[src/rtl/core/dual_wheel_velocity_pid_unit_defines.svh]
// assertion macros for the wheel velocity controller
`ifndef DUAL_WHEEL_VELOCITY_PID_UNIT_DEFINES_SVH
`define DUAL_WHEEL_VELOCITY_PID_UNIT_DEFINES_SVH
`ifndef SYNTH
`define DWV_ASSERT_NOW(lbl, ante, cons) \
  lbl: assert property (@(posedge clk) disable iff (!rst_n) (ante) |-> (cons)) \
    else $error("dwv assertion failed");
`define DWV_ASSERT_NEXT(lbl, ante, cons) \
  lbl: assert property (@(posedge clk) disable iff (!rst_n) (ante) |=> (cons)) \
    else $error("dwv assertion failed");
`else
`define DWV_ASSERT_NOW(lbl, ante, cons)
`define DWV_ASSERT_NEXT(lbl, ante, cons)
`endif
`endif

[src/rtl/core/dwv_pkg.sv]
`timescale 1ns / 1ps
package dwv_pkg;
  localparam int SPEED_FRAC_BITS = 12;
  localparam int ONE = 1 << SPEED_FRAC_BITS;
  // 1.092/1536 m per count, ms folded into the divide
  localparam int SPD_K = 91 * ONE / 128 * 1000 / 1000;
  localparam int FILT_K = 3000;
  localparam int GAIN_SCALE = 1000;
  localparam longint BND_NUM = longint'(15360000) << SPEED_FRAC_BITS;
  localparam longint INT32_MAX = 64'sh0000_0000_7FFF_FFFF;
  localparam int DEAD_LIM = (16 * ONE + 99) / 100;
  localparam int REV_LIM = -(ONE / 2);
  localparam int CMD_NEUTRAL = 64;
  localparam int CMD_LOW = 40;
  localparam int CMD_MAX = 63;
  localparam int NUM_REGS = 8;

  // final scaling: rounding shift by 2^(8+F), then divide by the gain scale
  localparam int U_SHIFT = 8 + SPEED_FRAC_BITS;
  localparam longint U_HALF = longint'(GAIN_SCALE / 2) << U_SHIFT;
  localparam int U_TMAX = CMD_MAX * GAIN_SCALE;
  // ceil(2^24 / 1000); matches the true divide only for values up to 21998, not up to U_TMAX
  localparam int U_RECIP = 16778;
  localparam int U_RECIP_SH = 24;

  // gain offsets inside one wheel's group of four registers
  localparam logic [1:0] G_PROP = 2'd0;
  localparam logic [1:0] G_INTEG = 2'd1;
  localparam logic [1:0] G_DERIV = 2'd2;
  localparam logic [1:0] G_FF = 2'd3;

  typedef enum logic [4:0] {
    S_IDLE, S_SPD_MUL, S_SPD_DIV, S_SPD_WAIT, S_DIF_MUL, S_FLT_MUL, S_FLT_ADD,
    S_FLT_DIV, S_FLT_WAIT, S_INT_MUL, S_INT_ADD, S_BND_DIV, S_BND_WAIT,
    S_P1, S_P2, S_D1, S_D2, S_K1, S_K2, S_I1, S_I2, S_U_DIV, S_U_WAIT, S_FIN
  } dwv_state_t;

  typedef enum logic [1:0] {DV_IDLE, DV_PREP, DV_RUN, DV_DONE} dwv_div_state_t;

  function automatic logic signed [15:0] sat16(input logic signed [63:0] v);
    logic signed [15:0] r;
    if (v > 64'sd32767) r = 16'sh7FFF;
    else if (v < -64'sd32768) r = 16'sh8000;
    else r = v[15:0];
    return r;
  endfunction

  function automatic logic signed [31:0] sat32(input logic signed [63:0] v);
    logic signed [31:0] r;
    if (v > INT32_MAX) r = 32'sh7FFF_FFFF;
    else if (v < -INT32_MAX - 64'sd1) r = 32'sh8000_0000;
    else r = v[31:0];
    return r;
  endfunction

  function automatic logic [16:0] abs17(input logic signed [15:0] v);
    logic signed [16:0] w;
    w = 17'(v);
    return (w < 0) ? 17'(-w) : 17'(w);
  endfunction
endpackage

[src/rtl/core/dual_wheel_velocity_pid_unit.sv]
`timescale 1ns / 1ps
`include "dual_wheel_velocity_pid_unit_defines.svh"
// Two-wheel velocity PID with feedforward, one request per control tick.
// Input channel: in_valid / in_stall with encoder counts, elapsed ms, targets
// and the stop input. A request is taken only while the unit is idle; in_stall
// is high from the cycle after a request until its result is registered.
// Each wheel runs through one shared 34x27 multiplier and one shared rounding
// divider that retires one quotient bit a cycle (64 quotient bits, after a prepare step). Per wheel
// there are two or three divides (the integral bound only for a nonzero
// integral gain) and twelve multiplies; the final scaling is a rounding shift
// and a reciprocal multiply.
// Result channel: out_valid / out_stall from a single output register. A new
// request may be taken while the previous result still waits; the unit holds
// the finished result in its last step until the output register is free.
// Configuration: cfg_valid / cfg_ready, always ready; index 0..7 selects the
// gain registers, other indexes are ignored. Write only while idle.
// Reset (rst_n low, synchronous) clears gains, integrals, filtered
// derivatives, previous speeds and the output valid.
module dual_wheel_velocity_pid_unit (
  input  logic               clk,
  input  logic               rst_n,
  input  logic               in_valid,
  output logic               in_stall,
  input  logic signed [15:0] in_count_left,
  input  logic signed [15:0] in_count_right,
  input  logic [15:0]        in_elapsed_ms,
  input  logic signed [15:0] in_target_left,
  input  logic signed [15:0] in_target_right,
  input  logic               in_stop_pressed,
  output logic               out_valid,
  input  logic               out_stall,
  output logic [6:0]         out_right_byte,
  output logic [7:0]         out_left_byte,
  output logic signed [15:0] out_speed_left,
  output logic signed [15:0] out_speed_right,
  output logic               out_motor_stop,
  input  logic               cfg_valid,
  output logic               cfg_ready,
  input  logic [3:0]         cfg_index,
  input  logic [15:0]        cfg_data
);
  import dwv_pkg::*;

  dwv_state_t state_r, state_nxt;
  logic w_r, w_nxt;

  logic signed [15:0] gain_r [NUM_REGS];
  logic signed [15:0] count_r [2], count_nxt [2];
  logic signed [15:0] target_r [2], target_nxt [2];
  logic [15:0]        ms_r, ms_nxt;
  logic               stop_r, stop_nxt;

  logic signed [31:0] integ_r [2], integ_nxt [2];
  logic signed [31:0] filt_r [2], filt_nxt [2];
  logic signed [15:0] prev_r [2], prev_nxt [2];

  logic signed [15:0] speed_r, speed_nxt;
  logic signed [16:0] err_r, err_nxt;
  logic signed [31:0] filt_new_r, filt_new_nxt;
  logic signed [31:0] integ_new_r, integ_new_nxt;
  logic signed [63:0] acc_r, acc_nxt;
  logic signed [60:0] prod_r, prod_nxt;
  logic [6:0]         cmd_r [2], cmd_nxt [2];
  logic signed [15:0] spd_r [2], spd_nxt [2];

  logic               out_valid_r, out_valid_nxt;
  logic [6:0]         right_r, right_nxt;
  logic [7:0]         left_r, left_nxt;
  logic signed [15:0] sl_r, sl_nxt, sr_r, sr_nxt;
  logic               ms_out_r, ms_out_nxt;

  logic signed [33:0] mul_a;
  logic signed [26:0] mul_b;
  logic signed [60:0] mul_p;
  logic               mul_en;

  logic               div_start, div_round, div_done;
  logic signed [63:0] div_num, div_quot;
  logic [31:0]        div_den;

  logic signed [15:0] g_p, g_i, g_d, g_k;
  logic               fin_go, accept;
  logic signed [32:0] bnd;
  logic [6:0]         cmd_w;
  logic [6:0]         pl, pr;
  logic [63:0]        s_mag, s_rnd;
  logic [15:0]        t_sat;
  logic [6:0]         q_u;

  assign g_p = gain_r[{w_r, G_PROP}];
  assign g_i = gain_r[{w_r, G_INTEG}];
  assign g_d = gain_r[{w_r, G_DERIV}];
  assign g_k = gain_r[{w_r, G_FF}];
  assign accept = in_valid && !in_stall;
  assign fin_go = !out_valid_r || !out_stall;
  assign mul_p = mul_a * mul_b;
  assign cfg_ready = 1'b1;

  dwv_rdiv u_div (
    .clk      (clk),
    .rst_n    (rst_n),
    .start    (div_start),
    .round_en (div_round),
    .num      (div_num),
    .den      (div_den),
    .done     (div_done),
    .quot     (div_quot)
  );

  // sequencer
  always_comb begin
    state_nxt = state_r;
    case (state_r)
      S_IDLE:     if (in_valid) state_nxt = S_SPD_MUL;
      S_SPD_MUL:  state_nxt = S_SPD_DIV;
      S_SPD_DIV:  state_nxt = S_SPD_WAIT;
      S_SPD_WAIT: if (div_done) state_nxt = S_DIF_MUL;
      S_DIF_MUL:  state_nxt = S_FLT_MUL;
      S_FLT_MUL:  state_nxt = S_FLT_ADD;
      S_FLT_ADD:  state_nxt = S_FLT_DIV;
      S_FLT_DIV:  state_nxt = S_FLT_WAIT;
      S_FLT_WAIT: if (div_done) state_nxt = S_INT_MUL;
      S_INT_MUL:  state_nxt = S_INT_ADD;
      S_INT_ADD:  state_nxt = S_BND_DIV;
      S_BND_DIV:  state_nxt = (g_i == 0) ? S_P1 : S_BND_WAIT;
      S_BND_WAIT: if (div_done) state_nxt = S_P1;
      S_P1:       state_nxt = S_P2;
      S_P2:       state_nxt = S_D1;
      S_D1:       state_nxt = S_D2;
      S_D2:       state_nxt = S_K1;
      S_K1:       state_nxt = S_K2;
      S_K2:       state_nxt = S_I1;
      S_I1:       state_nxt = S_I2;
      S_I2:       state_nxt = S_U_DIV;
      S_U_DIV:    state_nxt = S_U_WAIT;
      S_U_WAIT:   state_nxt = w_r ? S_FIN : S_SPD_MUL;
      S_FIN:      if (fin_go) state_nxt = S_IDLE;
      default:    state_nxt = S_IDLE;
    endcase
  end

  // rounded magnitude of the sum over 2^(8+F), capped where the command saturates
  always_comb begin
    s_mag = (acc_r < 0) ? 64'(-acc_r) : 64'(acc_r);
    s_rnd = (s_mag + 64'(U_HALF)) >> U_SHIFT;
    t_sat = (s_rnd >= 64'(U_TMAX)) ? 16'(U_TMAX) : s_rnd[15:0];
    q_u = prod_r[U_RECIP_SH +: 7];
  end

  // unit controls and operand selection
  always_comb begin
    in_stall = (state_r != S_IDLE);
    mul_en = 1'b1;
    mul_a = '0;
    mul_b = '0;
    div_start = 1'b0;
    div_round = 1'b1;
    div_num = '0;
    div_den = '0;
    case (state_r)
      S_SPD_MUL: begin
        mul_a = 34'(count_r[w_r]);
        mul_b = 27'(SPD_K);
      end
      S_DIF_MUL: begin
        mul_a = 34'(prev_r[w_r]) - 34'(speed_r);
        mul_b = 27'(FILT_K);
      end
      S_FLT_MUL: begin
        mul_a = 34'(filt_r[w_r]);
        mul_b = 27'($signed({1'b0, ms_r}));
      end
      S_INT_MUL: begin
        mul_a = 34'(err_r);
        mul_b = 27'($signed({1'b0, ms_r}));
      end
      S_P1: begin
        mul_a = 34'(g_p);
        mul_b = 27'(GAIN_SCALE);
      end
      S_P2: begin
        mul_a = 34'(err_r);
        mul_b = $signed(prod_r[26:0]);
      end
      S_D1: begin
        mul_a = 34'(g_d);
        mul_b = 27'(GAIN_SCALE);
      end
      S_D2: begin
        mul_a = 34'(filt_new_r);
        mul_b = $signed(prod_r[26:0]);
      end
      S_K1: begin
        mul_a = 34'(g_k);
        mul_b = 27'(GAIN_SCALE);
      end
      S_K2: begin
        mul_a = 34'(target_r[w_r]);
        mul_b = $signed(prod_r[26:0]);
      end
      S_I1: begin
        mul_a = 34'(integ_new_r);
        mul_b = 27'(g_i);
      end
      S_SPD_DIV: begin
        mul_en = 1'b0;
        div_start = 1'b1;
        div_num = 64'(prod_r);
        div_den = 32'(ms_r);
      end
      S_FLT_DIV: begin
        mul_en = 1'b0;
        div_start = 1'b1;
        div_num = acc_r;
        div_den = {14'd0, ms_r, 2'b00};
      end
      S_BND_DIV: begin
        mul_en = 1'b0;
        div_start = (g_i != 0);
        div_round = 1'b0;
        div_num = BND_NUM;
        div_den = 32'(abs17(g_i));
      end
      S_U_DIV: begin
        // divide by the gain scale as a reciprocal multiply
        mul_a = 34'(t_sat);
        mul_b = 27'(U_RECIP);
      end
      default: mul_en = 1'b0;
    endcase
  end

  // command of the current wheel from the rounded sum, neutral inside the deadband
  always_comb begin
    if (acc_r < 0) cmd_w = 7'(CMD_NEUTRAL) + q_u;
    else cmd_w = 7'(CMD_NEUTRAL) - q_u;
    if (abs17(speed_r) < 17'(DEAD_LIM) && abs17(target_r[w_r]) < 17'(DEAD_LIM))
      cmd_w = 7'(CMD_NEUTRAL);
  end

  always_comb begin
    if (div_quot > INT32_MAX) bnd = 33'(INT32_MAX);
    else bnd = 33'(div_quot);
  end

  // overrides on both commands
  always_comb begin
    pl = cmd_r[0];
    pr = cmd_r[1];
    if (pl < 7'(CMD_LOW) && pr < 7'(CMD_LOW)) begin
      pl = 7'(CMD_NEUTRAL);
      pr = 7'(CMD_NEUTRAL);
    end
    if (spd_r[0] < 16'(REV_LIM) && spd_r[1] < 16'(REV_LIM)) begin
      pl = 7'(CMD_NEUTRAL);
      pr = 7'(CMD_NEUTRAL);
    end
  end

  // datapath
  always_comb begin
    w_nxt = w_r;
    count_nxt = count_r;
    target_nxt = target_r;
    ms_nxt = ms_r;
    stop_nxt = stop_r;
    integ_nxt = integ_r;
    filt_nxt = filt_r;
    prev_nxt = prev_r;
    speed_nxt = speed_r;
    err_nxt = err_r;
    filt_new_nxt = filt_new_r;
    integ_new_nxt = integ_new_r;
    acc_nxt = acc_r;
    prod_nxt = mul_en ? mul_p : prod_r;
    cmd_nxt = cmd_r;
    spd_nxt = spd_r;
    out_valid_nxt = out_valid_r && out_stall;
    right_nxt = right_r;
    left_nxt = left_r;
    sl_nxt = sl_r;
    sr_nxt = sr_r;
    ms_out_nxt = ms_out_r;
    case (state_r)
      S_IDLE: begin
        if (accept) begin
          w_nxt = 1'b0;
          count_nxt[0] = in_count_left;
          count_nxt[1] = in_count_right;
          target_nxt[0] = in_stop_pressed ? 16'sd0 : in_target_left;
          target_nxt[1] = in_stop_pressed ? 16'sd0 : in_target_right;
          ms_nxt = (in_elapsed_ms == 16'd0) ? 16'd1 : in_elapsed_ms;
          stop_nxt = in_stop_pressed;
          if (in_stop_pressed) begin
            integ_nxt[0] = '0;
            integ_nxt[1] = '0;
          end
        end
      end
      S_SPD_WAIT: if (div_done) speed_nxt = sat16(div_quot);
      S_DIF_MUL:  err_nxt = 17'(target_r[w_r]) - 17'(speed_r);
      S_FLT_MUL:  acc_nxt = 64'(prod_r);
      S_FLT_ADD:  acc_nxt = acc_r + 64'(prod_r);
      S_FLT_WAIT: if (div_done) filt_new_nxt = sat32(div_quot);
      S_INT_ADD:  integ_new_nxt = sat32(64'(integ_r[w_r]) + 64'(prod_r));
      S_BND_WAIT: begin
        if (div_done) begin
          if (33'(integ_new_r) > bnd) integ_new_nxt = bnd[31:0];
          else if (33'(integ_new_r) < -bnd) integ_new_nxt = 32'(-bnd);
        end
      end
      S_P1: acc_nxt = '0;
      S_D1, S_K1, S_I1, S_I2: acc_nxt = acc_r + 64'(prod_r);
      S_U_WAIT: begin
        cmd_nxt[w_r] = cmd_w;
        spd_nxt[w_r] = speed_r;
        filt_nxt[w_r] = filt_new_r;
        integ_nxt[w_r] = integ_new_r;
        prev_nxt[w_r] = speed_r;
        w_nxt = 1'b1;
      end
      S_FIN: begin
        if (fin_go) begin
          out_valid_nxt = 1'b1;
          right_nxt = pr;
          left_nxt = {1'b1, pl};
          sl_nxt = spd_r[0];
          sr_nxt = spd_r[1];
          ms_out_nxt = stop_r;
        end
      end
      default: ;
    endcase
  end

  always_ff @(posedge clk) begin
    if (!rst_n) begin
      state_r <= S_IDLE;
      out_valid_r <= 1'b0;
      for (int i = 0; i < NUM_REGS; i++) gain_r[i] <= '0;
      for (int i = 0; i < 2; i++) begin
        integ_r[i] <= '0;
        filt_r[i] <= '0;
        prev_r[i] <= '0;
      end
    end else begin
      state_r <= state_nxt;
      out_valid_r <= out_valid_nxt;
      if (cfg_valid && cfg_ready && cfg_index < 4'(NUM_REGS))
        gain_r[cfg_index[2:0]] <= $signed(cfg_data);
      integ_r <= integ_nxt;
      filt_r <= filt_nxt;
      prev_r <= prev_nxt;
    end
    w_r <= w_nxt;
    count_r <= count_nxt;
    target_r <= target_nxt;
    ms_r <= ms_nxt;
    stop_r <= stop_nxt;
    speed_r <= speed_nxt;
    err_r <= err_nxt;
    filt_new_r <= filt_new_nxt;
    integ_new_r <= integ_new_nxt;
    acc_r <= acc_nxt;
    prod_r <= prod_nxt;
    cmd_r <= cmd_nxt;
    spd_r <= spd_nxt;
    right_r <= right_nxt;
    left_r <= left_nxt;
    sl_r <= sl_nxt;
    sr_r <= sr_nxt;
    ms_out_r <= ms_out_nxt;
  end

  assign out_valid = out_valid_r;
  assign out_right_byte = right_r;
  assign out_left_byte = left_r;
  assign out_speed_left = sl_r;
  assign out_speed_right = sr_r;
  assign out_motor_stop = ms_out_r;

  `DWV_ASSERT_NEXT(a_busy_after_req, in_valid && !in_stall, in_stall)
  `DWV_ASSERT_NOW(a_done_when_waiting, div_done, state_r == S_SPD_WAIT ||
    state_r == S_FLT_WAIT || state_r == S_BND_WAIT || state_r == S_U_WAIT)
  `DWV_ASSERT_NOW(a_left_marker, out_valid, out_left_byte[7])
endmodule

[src/rtl/core/dwv_rdiv.sv]
`timescale 1ns / 1ps
module dwv_rdiv (
  input  logic               clk,
  input  logic               rst_n,
  input  logic               start,
  input  logic               round_en,
  input  logic signed [63:0] num,
  input  logic [31:0]        den,
  output logic               done,
  output logic signed [63:0] quot
);
  import dwv_pkg::*;

  dwv_div_state_t state_r, state_nxt;
  logic        neg_r, neg_nxt;
  logic        rnd_r, rnd_nxt;
  logic [63:0] dvd_r, dvd_nxt;
  logic [31:0] den_r, den_nxt;
  logic [31:0] rem_r, rem_nxt;
  logic [5:0]  cnt_r, cnt_nxt;
  logic [32:0] part;
  logic        fits;

  assign part = {rem_r, dvd_r[63]};
  assign fits = part >= {1'b0, den_r};

  always_comb begin
    state_nxt = state_r;
    case (state_r)
      DV_IDLE: if (start) state_nxt = DV_PREP;
      DV_PREP: state_nxt = DV_RUN;
      DV_RUN:  if (cnt_r == 6'h3F) state_nxt = DV_DONE;
      DV_DONE: state_nxt = DV_IDLE;
      default: state_nxt = DV_IDLE;
    endcase
  end

  always_comb begin
    done = (state_r == DV_DONE);
    quot = neg_r ? -$signed(dvd_r) : $signed(dvd_r);
  end

  always_comb begin
    neg_nxt = neg_r;
    rnd_nxt = rnd_r;
    dvd_nxt = dvd_r;
    den_nxt = den_r;
    rem_nxt = rem_r;
    cnt_nxt = cnt_r;
    case (state_r)
      DV_IDLE: begin
        if (start) begin
          neg_nxt = num < 0;
          dvd_nxt = (num < 0) ? 64'(-num) : 64'(num);
          den_nxt = den;
          rnd_nxt = round_en;
        end
      end
      DV_PREP: begin
        // bias by half the divisor for round to nearest, when rounding is enabled
        dvd_nxt = dvd_r + (rnd_r ? 64'(den_r >> 1) : 64'd0);
        rem_nxt = '0;
        cnt_nxt = '0;
      end
      DV_RUN: begin
        rem_nxt = fits ? 32'(part - {1'b0, den_r}) : part[31:0];
        dvd_nxt = {dvd_r[62:0], fits};
        cnt_nxt = cnt_r + 6'd1;
      end
      default: ;
    endcase
  end

  always_ff @(posedge clk) begin
    if (!rst_n) state_r <= DV_IDLE;
    else state_r <= state_nxt;
    neg_r <= neg_nxt;
    rnd_r <= rnd_nxt;
    dvd_r <= dvd_nxt;
    den_r <= den_nxt;
    rem_r <= rem_nxt;
    cnt_r <= cnt_nxt;
  end
endmodule

[config.mk]
export PLATFORM = sky130hd
export DESIGN_NAME = dual_wheel_velocity_pid_unit
export DESIGN_NICKNAME = d
export VERILOG_FILES = /design/src/rtl/core/dwv_pkg.sv /design/src/rtl/core/dual_wheel_velocity_pid_unit.sv /design/src/rtl/core/dwv_rdiv.sv
export VERILOG_INCLUDE_DIRS = /design/src /design/src/rtl/core
export SDC_FILE = /design/constraint.sdc
export NUM_CORES = 2
export LEC_CHECK = 0
export BUFFER_PORTS_ARGS = -buffer_cell sky130_fd_sc_hd__buf_2
export CAP_MARGIN = 10
export CORE_ASPECT_RATIO = 1.4
export CORE_UTILIZATION = 59
export DETAILED_ROUTE_END_ITERATION = 10
export PLACE_DENSITY = 0.81
export RECOVER_POWER = 50
export SLEW_MARGIN = 30
export SYNTH_ARGS = -nofsm -noshare
export SYNTH_HDL_FRONTEND = slang
export SYNTH_SLANG_ARGS = --single-unit
[constraint.sdc]
create_clock -name clk -period 14.7 [get_ports clk]
set_input_delay 2.94 -clock clk [delete_from_list [all_inputs] [get_ports clk]]
set_output_delay 2.94 -clock clk [all_outputs]
set_load 0.01 [all_outputs]
# Word level (Yosys, flattened, before mapping)
# Memory sizes are Yosys's and may differ from the RTL's. A register that Yosys moved wholly into a read port is not among the register bits.
# Index checks and enable logic that the tools add are counted.
# word_totals
reg_bits,701
ram_bits,128
inputBits,106
output_inout_bits,51
wordCells,247
n_memories,1
# op_classes
add_sub_neg,17
mul,1
order_cmp,24
eq_ne,37
n_mux,87
n_bitwise,1
n_reduce_logical,42
# memory_table
memory,depth,word_bits,rd,rd_clocked_by_memory_dff,write_ports,line_no,source
gain_r,8,16,4,4,8,dual_wheel_velocity_pid_unit.sv:47,logic signed [15:0] gain_r [NUM_REGS];
# op_table
cell,count
64-bit case mux with 3 select lines,3
32-bit 2-to-1 mux,14
64-bit 2-to-1 mux,6
34-bit case mux with 11 select lines,1
16-bit 2-to-1 mux,13
64-bit negator,3
27-bit case mux with 7 select lines,1
64-bit bitwise mux,2
"64-bit by 1-bit < comparator with 1-bit output, second input constant",2
32-bit case mux with 2 select lines,2
64-bit case mux with 2 select lines,1
5-bit case mux with 24 select lines,1
"64-bit by 29-bit adder with 64-bit output, second input constant",1
64-bit by 61-bit adder with 64-bit output,1
64-bit adder,1
32-bit bitwise mux,2
"64-bit by 16-bit > comparator with 1-bit output, second input constant",1
"64-bit by 32-bit > comparator with 1-bit output, second input constant",1
"64-bit by 16-bit < comparator with 1-bit output, second input constant",1
"64-bit by 32-bit < comparator with 1-bit output, second input constant",1
32-bit by 61-bit adder with 62-bit output,1
"62-bit by 32-bit > comparator with 1-bit output, second input constant",1
"62-bit by 32-bit < comparator with 1-bit output, second input constant",1
34-bit by 27-bit multiplier with 61-bit output,1
65 further kinds,147

# Logic depth before layout (Yosys ltp)
# logic_depth
depth_word,10
mapped_depth,53
mapped_depth_nobuf,46

# Cells and area by module
# Synthesis repeated with hierarchy kept, for this count alone.
# hier_totals
hier_cells,9883
area_unflattened_um2,89427.0
# by_module_without_submodules
module,n_inst,cells_per_inst,area_per_inst_um2,seq_area_each_um2
dual_wheel_velocity_pid_unit,1,8326,76170.6,19108.3
dwv_rdiv,1,1557,13256.5,4124.0

# Least setup slack after synthesis
# No wires, ideal clock.
# synth_timing
kind,register to register
startpoint,register w_r
endpoint,register prod_r[60] (data pin)
setup_ps,260
t_arrival_ps,13923
t_required_ps,14440
setup_slack_ps,517
path_stages_with_launch,52
path_buffers,8
synth_period_minus_slack_ps,14183
cell_sequence,edfxtp_1 > clkbuf_1 > buf_1 > clkbuf_1 > clkbuf_1 > buf_1 > buf_1 > buf_1 > mux2i_1 > ha_1 > inv_1 > fa_1 > a21o_1 > a21oi_1 > o21ai_0 > a21oi_1 > o21ai_0 > a211oi_1 > [... 16 more ...] > fa_1 > inv_1 > fa_1 > inv_1 > ha_1 > a211oi_1 > nand2_1 > a41o_1 > or4_1 > o22a_1 > a2111o_1 > nand3_1 > o31ai_1 > a211o_1 > or4_1 > a311o_1 > a21oi_1 > xnor2_1
# synth_via
elab_chain_cells,7
elab_cells_between_ends,16
cone_classes,add/sub (1); mul (1); mux (13); bitwise (1)
# synth_rtl
item,line_no,source
start: declaration,dual_wheel_velocity_pid_unit.sv:45,"logic w_r, w_nxt;"
start signal: assignment,dual_wheel_velocity_pid_unit.sv:355,w_r <= w_nxt;
1-bit NOT with 2-bit output (implied by the code) *,--,
16-bit 2-to-1 mux (implied by the code) (3 in a row),dual_wheel_velocity_pid_unit.sv:166,mul_a = 34'(prev_r[w_r]) - 34'(speed_r);
16-bit by 16-bit subtractor with 17-bit output,dual_wheel_velocity_pid_unit.sv:166,
34-bit case mux with 11 select lines *,dual_wheel_velocity_pid_unit.sv:160,case (state_r)
34-bit by 27-bit multiplier with 61-bit output *,dual_wheel_velocity_pid_unit.sv:96,assign mul_p = mul_a * mul_b;
via mul_p[60],dual_wheel_velocity_pid_unit.sv:74,logic signed [60:0] mul_p;
end signal: assignment,dual_wheel_velocity_pid_unit.sv:365,prod_r <= prod_nxt;
end: declaration,dual_wheel_velocity_pid_unit.sv:62,"logic signed [60:0] prod_r, prod_nxt;"
# Mark *: on every way through the listed nets, which the timed path passes. The rest lies on a longest branch. The select of a mux whose other input is x is not followed.
# A chain may end at the register's enable or synchronous reset.

# Final worst setup path
# layout_timing
startpoint,register acc_r[14]
endpoint,register prod_r[60] (data pin)
# layout_via
elab_chain_cells,7
elab_cells_between_ends,8
cone_classes,add/sub (2); mul (1); order compare (2); mux (3)
# layout_rtl
item,line_no,source
start: declaration,dual_wheel_velocity_pid_unit.sv:61,"logic signed [63:0] acc_r, acc_nxt;"
start signal: assignment,dual_wheel_velocity_pid_unit.sv:364,acc_r <= acc_nxt;
64-bit negator / 64-bit by 1-bit < comparator with 1-bit output (equally long branches),dual_wheel_velocity_pid_unit.sv:144,s_mag = (acc_r < 0) ? 64'(-acc_r) : 64'(acc_r);
64-bit 2-to-1 mux *,dual_wheel_velocity_pid_unit.sv:144,
64-bit by 29-bit adder with 64-bit output *,dual_wheel_velocity_pid_unit.sv:145,s_rnd = (s_mag + 64'(U_HALF)) >> U_SHIFT;
44-bit by 16-bit greater-or-equal comparator with 1-bit output,dual_wheel_velocity_pid_unit.sv:146,t_sat = (s_rnd >= 64'(U_TMAX)) ? 16'(U_TMAX) : s_rnd[15:0];
16-bit 2-to-1 mux *,dual_wheel_velocity_pid_unit.sv:146,
34-bit case mux with 11 select lines *,dual_wheel_velocity_pid_unit.sv:160,
34-bit by 27-bit multiplier with 61-bit output *,dual_wheel_velocity_pid_unit.sv:96,
via mul_p[60],dual_wheel_velocity_pid_unit.sv:74,
# Mark *: on every way through the listed nets, which the timed path passes. The rest lies on a longest branch.

==> flow_summary.toml <==
[status]
outcome = "finished, violations left"
violations = "max-capacitance violations, max-slew violations"

[sta]
final_hold_viol_count = 0
setup_viol = 0
max-slew-margin-rel = -1.680
fmax_mhz = 71.17
fin_tns_setup_ps = 0
tightest_slew_ps = 4020
fin_crit_sh = 0.9559
final_max_slew_viol_count = 1183
skew_ps = 58.02
fin_crit_ps = 14050
rsz0062_at_grt = "no"

[clock_network]
cts_tree = "yes"
cts.path.max_buffers = 3
cts-root-buf = "clkbuf_16"
cts_sinks = 816
cts_hold_repair.buffers = 0
ctsResizeCount = 0
clk_pin_slew_ps = 70
cts_made_buffers = 80
post_cts_buffers = 0
htreeDepth = 3
insertion_delay_ps = 750

[synthesis]
netlist_area_um2 = 86640
synth_cell_type_count = 98
synth_fa_ha_area_frac = 0.2724
synth-edff-count = 647
synth-async-reset-ratio = 0
synth_xor_area_frac = 0.04711
syn_area_per_cell_um2 = 9.050
synth-seq-area-share = 0.2633
synth_flop_cell = "edfxtp_1"
yosys.area_share.simple = 0.1673
synth_top_family_by_area = "adder cells"
synth_compound_area_frac = 0.1517
muxShareOfSynthArea = 0.02446
synth_cells = 9574
synth.ff_latch_count = 816
yosys_warnings = 0

[route]
vias_per_cell = 6.512
vias = 75155
drcViolationCount = 0
wl_per_cell_um = 27.91
drtIter0Drc = 7855
ant_nets = 0
drtPass1Iterations = 7
routed_wl_um = 322100

[final_layout]
synthToLayoutAreaGrowth_pct = 6.831
drive_gt1_frac = 0.06872
regArea_um2 = 22820
final_core_util = 0.6339
multi_input_area_um2 = 57740
mostFrequentLayoutCells = "1,222 x nand2_1, 1,139 x inv_1, 904 x fa_1"
final_nets = 10973
layout.cells.most_common = "nand2_1"
nFillCells = 12141

[power]
power_mw = 11.64
ir_worst_vdd_mv = 0.1398
p_per_area_nw_per_um2 = 125.7
p_leak_nw = 39.92

[die]
dieArea_um2 = 148400
core.rowCount = 166
die_height_um = 455.4
initial_core_util = 0.5934
core_um2 = 146000
io_pins = 157
die_w_um = 325.9

[global_route]
antenna_found_initial = 21
track_usage = 0.4320
grt_pass1_wl_um = 477400
grt_overflow = 0
grt_max_degree = 99
grt_pass1_vias = 77259

[critical_path]
required_ps = 15190
end_kind = "flop"
worst-setup-path-type = "reg -> reg"
critPathSlowestCell = "a41oi_1"
crit_arrival_ps = 14540
crit_path_start_kind = "flop"
max_stage_delay_ps = 930
crit_fanout = 24

[place]
dpl.hpwl_um = 253700
io_buffer_count = 154
gp_congestion = 1.102

[flow_run]
max-cap-violations = 27

[worst_hold_path]
hold_path_class = "reg -> reg"
==> routing by layer <==
metal | global-route usage | vias to the layer above | share of wire | routed length [um]
met4 | 0.4421 | 8 | 0.13 | 40990
li1 | - | 32434 | - | -
met2 | 0.7072 | 4503 | 0.47 | 150100
met5 | 0 | - | 0.00018 | 57
met1 | 0.4471 | 36526 | 0.31 | 101400
met3 | 0.09535 | 1684 | 0.092 | 29560
==> stage by stage <==
step / hold WS (ps) / std cells / area (um2) / worst slack, ps
2_1_floorplan: 400.3 / 9575 / 86650 / 517.4
3_3_place_gp: 400.7 / 11371 / 89890 / 1272
3_5_place_dp: 405.4 / 11372 / 89940 / 985.1
4_1_cts: 415.0 / 11520 / 92710 / 986.7
5_1_grt: 422.6 / 11532 / 92540 / 291.8
6_report: 414.4 / 11541 / 92560 / 648.6
==> worst max-delay path, delay by kind of cell, from the launching register on <==
kind | cells | cell delay, ps
simple gates | 11 | 3270
fa+ha+maj | 9 | 4110
flops | 1 | 450
xor+xnor | 3 | 600
compound gates | 15 | 4800
buf+inv | 8 | 590
==> synthesized netlist by cell type, types with 20 or more instances <==
cell       instances  area (um2)
nand4_1           91       569.3
nor2_1           702        2635
clkbuf_1         458        1719
o31ai_1           67       503.0
buf_2             23       115.1
nor3_1           127       635.6
o41ai_1           21       183.9
a211oi_1          44       330.3
a31oi_1           53       331.6
a22o_1            25       219.0
a221o_1           20       200.2
nand3_1          136       680.7
nor4_1            59       369.1
a22oi_1          126       945.9
xor2_1           208        1822
inv_1           1139        4275
o21ai_0          399        1997
a41oi_1           20       175.2
and3_1            75       469.2
fa_1             904       18100
o221ai_1          43       376.6
nor2b_1          157       982.2
nand2_1         1224        4594
or2_2             32       200.2
o22ai_1           44       275.3
o211ai_1          52       390.4
o2111ai_1         22       192.7
a21boi_0         124       930.9
o21a_1            47       352.8
a21o_1           175        1314
ha_1             440        5505
a221oi_1          52       455.4
or3_1             71       444.2
buf_1             43       161.4
edfxtp_1         647       19430
mux2_2            70       788.3
a21oi_1          452        2262
dfxtp_1          169        3383
nand2b_1          71       444.2
xnor2_1          258        2260
or4_1             33       247.7
and2_1           216        1351
o21bai_1          29       217.7
mux2i_1          133        1331
==> sequential cells by signal, indices dropped and copies added, names as in the netlist, 17 cells and up, named ones only <==
signal and cells:
gain_r 128, filt_new_r 32, prev_r 32, target_r 32, u_div.rem_r 32, count_r 32
filt_r 64, u_div.den_r 18, spd_r 32, integ_new_r 32, err_r 17, u_div.dvd_r 64
acc_r 64, integ_r 64, prod_r 61
==> power by group <==
group          switching (mW)  internal (mW)  leakage, nW
Sequential              0.666           3.03         7.45
Clock                    1.02           1.19         1.36
Combinational            3.80           1.93         31.1
Total                    5.48           6.15         39.9
==> path summary, 6_finish.rpt <==
check                               start            endpoint  slack [ps]  cells past startpoint
worst max-delay path            acc_r[14]          prod_r[60]         650                     46
worst min-delay path             spd_r[3]  out_speed_right[3]         410                      0
worst max register to register  acc_r[14]          prod_r[60]         650                     46
worst min register to register   spd_r[3]  out_speed_right[3]         410                      0
==> area by class of cell <==
cell class,count,area share
clock inverters,49,0.005867
inverters,1146,0.04650
repair buffers,399,0.02660
clock buffers,99,0.02408
multi-input cells,7080,0.6238
diodes,20,0.0005407
well taps,1932,0.02612
flip-flops and latches,816,0.2465
==> kinds of logic (layout without fill, tap and decap cells) <==
group	count (synthesis)	count (layout)
compound gates	1976	1976
mux	203	203
buf+inv	1679	1693
xor+xnor	466	466
fa+ha+maj	1344	1344
other cells	1	22
flops	816	816
simple gates	3089	3089
Power figures use the tool's default switching activity.
